`src/hw/rtl/lsi_pkg.sv`:
```
// Shared widths and the item type passed between the front and back sections.
package lsi_pkg;

    // Coordinate width and the radius width that follows from it.
    localparam int CW = 32;
    localparam int RADW = CW - 1;

    // Differences of two coordinates carry one more bit.
    localparam int DW = CW + 1;

    // Magnitudes of a, d.e and c, and the two halves used to multiply them.
    localparam int MW = 2 * DW;
    localparam int HW = DW;

    // Magnitude of (d.e) * d_k.
    localparam int NW = MW + DW;

    // Squares and products of the quadratic terms, and their signed difference.
    localparam int SQW = 2 * MW;
    localparam int DFW = SQW + 2;

    // Discriminant output width.
    localparam int DISCW = 64;

    // Divider: dividend 2|n| + a, divisor 2a, quotient bits.
    localparam int RW = NW + 2;
    localparam int DENW = MW + 1;
    localparam int QB = CW + 2;

    // Signed sum of quotient and first point before saturation.
    localparam int SUMW = QB + 2;

    // Queue between the sections.
    localparam int QDEPTH = 4;
    localparam int QAW = 2;

    typedef struct packed {
        logic [DISCW-1:0]    disc;
        logic                hit;
        logic                degen;
        logic [2:0][CW-1:0]  p1;
        logic [2:0][NW-1:0]  nmag;
        logic [2:0]          nneg;
        logic [MW-1:0]       a;
    } lsi_item_t;

endpackage

```
`src/hw/rtl/lsi_queue.sv`:
```
// Short item queue that decouples the front and back sections.
module lsi_queue (
    input  logic                clk,
    input  logic                rst_n,
    input  logic                push_valid,
    output logic                push_ready,
    input  lsi_pkg::lsi_item_t  push_data,
    output logic                pop_valid,
    input  logic                pop_ready,
    output lsi_pkg::lsi_item_t  pop_data
);

    lsi_pkg::lsi_item_t        mem_reg [lsi_pkg::QDEPTH];
    logic [lsi_pkg::QAW-1:0]   wr_reg, rd_reg;
    logic [lsi_pkg::QAW:0]     count_reg, count_next;
    logic                      push, pop;

    assign push_ready = (count_reg != (lsi_pkg::QAW+1)'(lsi_pkg::QDEPTH));
    assign pop_valid  = (count_reg != '0);
    assign pop_data   = mem_reg[rd_reg];
    assign push       = push_valid && push_ready;
    assign pop        = pop_valid && pop_ready;

    always_comb
    begin
        count_next = count_reg;
        if (push && !pop)
        begin
            count_next = count_reg + 1'b1;
        end
        else if (pop && !push)
        begin
            count_next = count_reg - 1'b1;
        end
    end

    always_ff @(posedge clk or negedge rst_n)
    begin
        if (!rst_n)
        begin
            wr_reg    <= '0;
            rd_reg    <= '0;
            count_reg <= '0;
        end
        else
        begin
            count_reg <= count_next;
            if (push)
            begin
                wr_reg <= wr_reg + 1'b1;
            end
            if (pop)
            begin
                rd_reg <= rd_reg + 1'b1;
            end
        end
    end

    always_ff @(posedge clk)
    begin
        if (push)
        begin
            mem_reg[wr_reg] <= push_data;
        end
    end

endmodule

```
`config.mk`:
```
export PLATFORM = sky130hd
export DESIGN_NAME = lsi_queue
export DESIGN_NICKNAME = d
export VERILOG_FILES = /design/src/hw/rtl/lsi_pkg.sv /design/src/hw/rtl/lsi_queue.sv
export SDC_FILE = /design/constraint.sdc
export NUM_CORES = 1
export LEC_CHECK = 0
export ABC_AREA = 1
export BUFFER_PORTS_ARGS = -buffer_cell sky130_fd_sc_hd__buf_2
export CAP_MARGIN = 15
export CORE_AREA = 2 2 410 412
export CTS_CLUSTER_DIAMETER = 120
export DETAILED_ROUTE_END_ITERATION = 8
export DIE_AREA = 0 0 412 414
export HOLD_SLACK_MARGIN = 0.06
export PLACE_DENSITY = 0.74
export SYNTH_ARGS = -nofsm -noshare
export SYNTH_HDL_FRONTEND = slang
export SYNTH_SLANG_ARGS = --single-unit
```
`constraint.sdc`:
```
create_clock -name clk -period 43.8 [get_ports clk]
set_input_delay 6.57 -clock clk [delete_from_list [all_inputs] [get_ports clk]]
set_output_delay 6.57 -clock clk [all_outputs]
set_load 0.01 [all_outputs]
```
==> impl_metrics.json <==
{
  "largest_register_ffs": 2112,
  "final_cell_mix": "2,112 x edfxtp_1, 1,602 x nand2_1, 1,069 x inv_1",
  "grt_pass1_vias": 48608,
  "start_kind": "flip-flop",
  "drv_cap": 0,
  "syn_area_um2": 83520,
  "grt_pass1_wl_um": 286800,
  "crit_path_end_kind": "primary output",
  "grt_remaining_overflow": 0,
  "syn_avg_cell_area_um2": 13.43,
  "synthAdderAreaFrac_pct": 0.09887,
  "numCtsBuffers": 204,
  "synth_nets": 6757,
  "yosys_warnings": 0,
  "clock_latency_ns": 0.83,
  "crit_family": "buffers and inverters",
  "rows": 150,
  "clock_path_buffers": 3,
  "finalCritPeriodShare_pct": 31.31,
  "start_util_pct": 50.23,
  "cpMostUsedCell": "buf_4",
  "cts_htree_levels": 4,
  "path_cells": "inv_8 > buf_4 > buf_4 > buf_4 > buf_4 > buf_4 > nand2_1 > o211ai_1 > nand2_1 > buf_2",
  "die_y_um": 414,
  "synth_compound_area_share_pct": 9.497,
  "fin_setup_tns_ns": 0,
  "nFillCells": 12455,
  "vdd_drop_max_mv": 0.08369,
  "timing.fmax_mhz": 72.91,
  "globalplace.congestion": 0.8557,
  "layout_commonest_cell": "edfxtp_1",
  "dp_cells": 9188,
  "finalSetupViolations": 0,
  "postRouteAntennaNets": 0,
  "postCtsHoldBufs": 0,
  "fin_cells": 9653,
  "nNetsFinal": 7728,
  "final.setup_skew_ns": 0.02844,
  "power.density_nw_per_um2": 69.08,
  "synthMuxAreaShare_pct": 0,
  "route.vias.total": 50693,
  "cp_data_required_time_ns": 37.23,
  "cts_tree": "done",
  "io_buffer_count": 1061,
  "worst-setup-path-type": "reg2out",
  "finalWirelength_um": 194100,
  "synth_top_family_by_area": "compound AO/OA/AOI/OAI gates",
  "die_area_um2": 170600,
  "antenna_found_initial": 115,
  "path_clk_slew_ns": 0.06,
  "area_delta_synth_final_pct": 16.53,
  "ioPinCount": 1062,
  "min_path_type": "reg2reg",
  "wire_per_inst_um": 20.11,
  "drc": 0,
  "worstPathMaxFanout": 172,
  "synthSimpleGateAreaFrac_pct": 7.267,
  "drive_gt1_share_pct": 19.22,
  "worstPathArrival_ns": 7.15,
  "via_per_inst": 5.252,
  "hold_viol": 0,
  "cts_resized": 0,
  "max_stage_delay_ns": 1.01,
  "fin_crit_ns": 13.72,
  "core-area_um2": 166300,
  "worst_pin_slew_ns": 1.228,
  "synth_xor_area_share_pct": 0.01049,
  "postCtsSetupRepairBufs": 0,
  "crit_path_top_delay_cell": "buf_4",
  "maxSlewViolCount": 0,
  "finalPower_mw": 6.723,
  "rsz0062_at_grt": "no",
  "clock-sinks": 2119,
  "ys_seq_elements": 2119,
  "synth-seq-area-share_pct": 76.14,
  "grt_start_max_net_pins": 264,
  "slew_headroom_pct": 18.13,
  "critPathBufInv": 7,
  "p_leak_nw": 38.73,
  "fp.dieW_um": 412,
  "netlist_instances": 6219,
  "grt.total_usage_pct": 22.12,
  "ys_types": 17,
  "cts.root.buffer_cell": "clkbuf_16",
  "outcome": "finished, final reports clean",
  "dp_hpwl_um": 119700,
  "firstDrtPassIters": 6,
  "initialDrtViolationCount": 4080
}
[final cells by class]
type / count / area [um^2] / share of cell area, %
diodes: 87 / 217.7 / 0.2237
inverters: 1071 / 4035 / 4.146
clock buffers: 250 / 5383 / 5.530
multi-input cells: 2678 / 14120 / 14.51
repair buffers: 1116 / 5861 / 6.021
clock inverters: 128 / 1356 / 1.393
flip-flops and latches: 2119 / 63600 / 65.34
well taps: 2204 / 2758 / 2.833
[per-stage QoR]
| step | util [%] | hold slack (ns) | cell area (um^2) | setup WS, ns |
|---|---|---|---|---|
| after global placement | 54.35 | 0.4895 | 90380 | 31.42 |
| final | 58.53 | 0.5250 | 97330 | 30.08 |
| after detailed placement | 54.35 | 0.5082 | 90380 | 31.16 |
| after global routing | 58.50 | 0.5484 | 97270 | 29.52 |
| after floorplan | - | 0.4628 | 83520 | 13.81 |
| after CTS | 58.40 | 0.5244 | 97120 | 30.17 |
[worst register-to-register path, cell delays in order (launching register included)]
cell and delay (ns):
dfrtp_1 0.41, inv_1 0.08, nand3_1 0.16, nand2_1 0.30, nor2_4 0.20, buf_12 0.53, buf_4 1.00, buf_4 0.80
buf_4 0.73, buf_4 0.88
[cell families (layout without fill, tap and decap cells)]
family / count (synthesis) / count (layout)
other: 0 / 87
AO/OA/AOI/OAI: 1057 / 1057
XOR/XNOR: 1 / 1
buffers and inverters: 1422 / 2565
AND/OR/NAND/NOR: 1614 / 1614
flip-flops: 2119 / 2119
adder cells (fa/ha/maj): 6 / 6
[where the power goes]
| part | switching [mW] | internal, mW | leakage (nW) |
|---|---|---|---|
| registers | 0.0880 | 2.67 | 19.4 |
| logic | 1.58 | 0.649 | 16.0 |
| clock network | 0.741 | 0.996 | 3.26 |
[final timing paths]
path / from / end / slack (ns) / cells after the start
max: rd_reg[0]$_DFFE_PN0P_ / pop_data[84] / 30.08 / 10
min: count_reg[2]$_DFFE_PN0P_ / count_reg[2]$_DFFE_PN0P_ / 0.53 / 2
max reg2reg: count_reg[0]$_DFFE_PN0P_ / mem_reg[3][59]$_DFFE_PP_ / 38.32 / 9
min reg2reg: count_reg[2]$_DFFE_PN0P_ / count_reg[2]$_DFFE_PN0P_ / 0.53 / 2
max in group asynchronous: rst_n / rd_reg[1]$_DFFE_PN0P_ / 38.06 / 1
min in group asynchronous: rst_n / rd_reg[1]$_DFFE_PN0P_ / 5.56 / 1
[cells in the mapped netlist, drive strengths merged]
master,count,area [um^2]
buf,297,1612
inv,1071,4020
fa,1,20.02
clkbuf,54,202.7
xnor2,1,8.760
dfrtp,7,175.2
nor2,4,15.01
edfxtp,2112,63420
nand2,1602,6013
nand3,7,35.03
o21ai,1,5.000
ha,5,62.56
o211ai,1056,7928
nand4,1,6.260
[layer usage]
metal / up-vias / part of all wire (%) / global-route usage [%]
met5: - / 0.15 / 0
met4: 46 / 6.2 / 14.21
met3: 528 / 8.4 / 6.521
met2: 1751 / 49 / 36.07
met1: 24478 / 36 / 25.46
li1: 23890 / - / -
No activity file was read; power rests on OpenSTA's default activity.
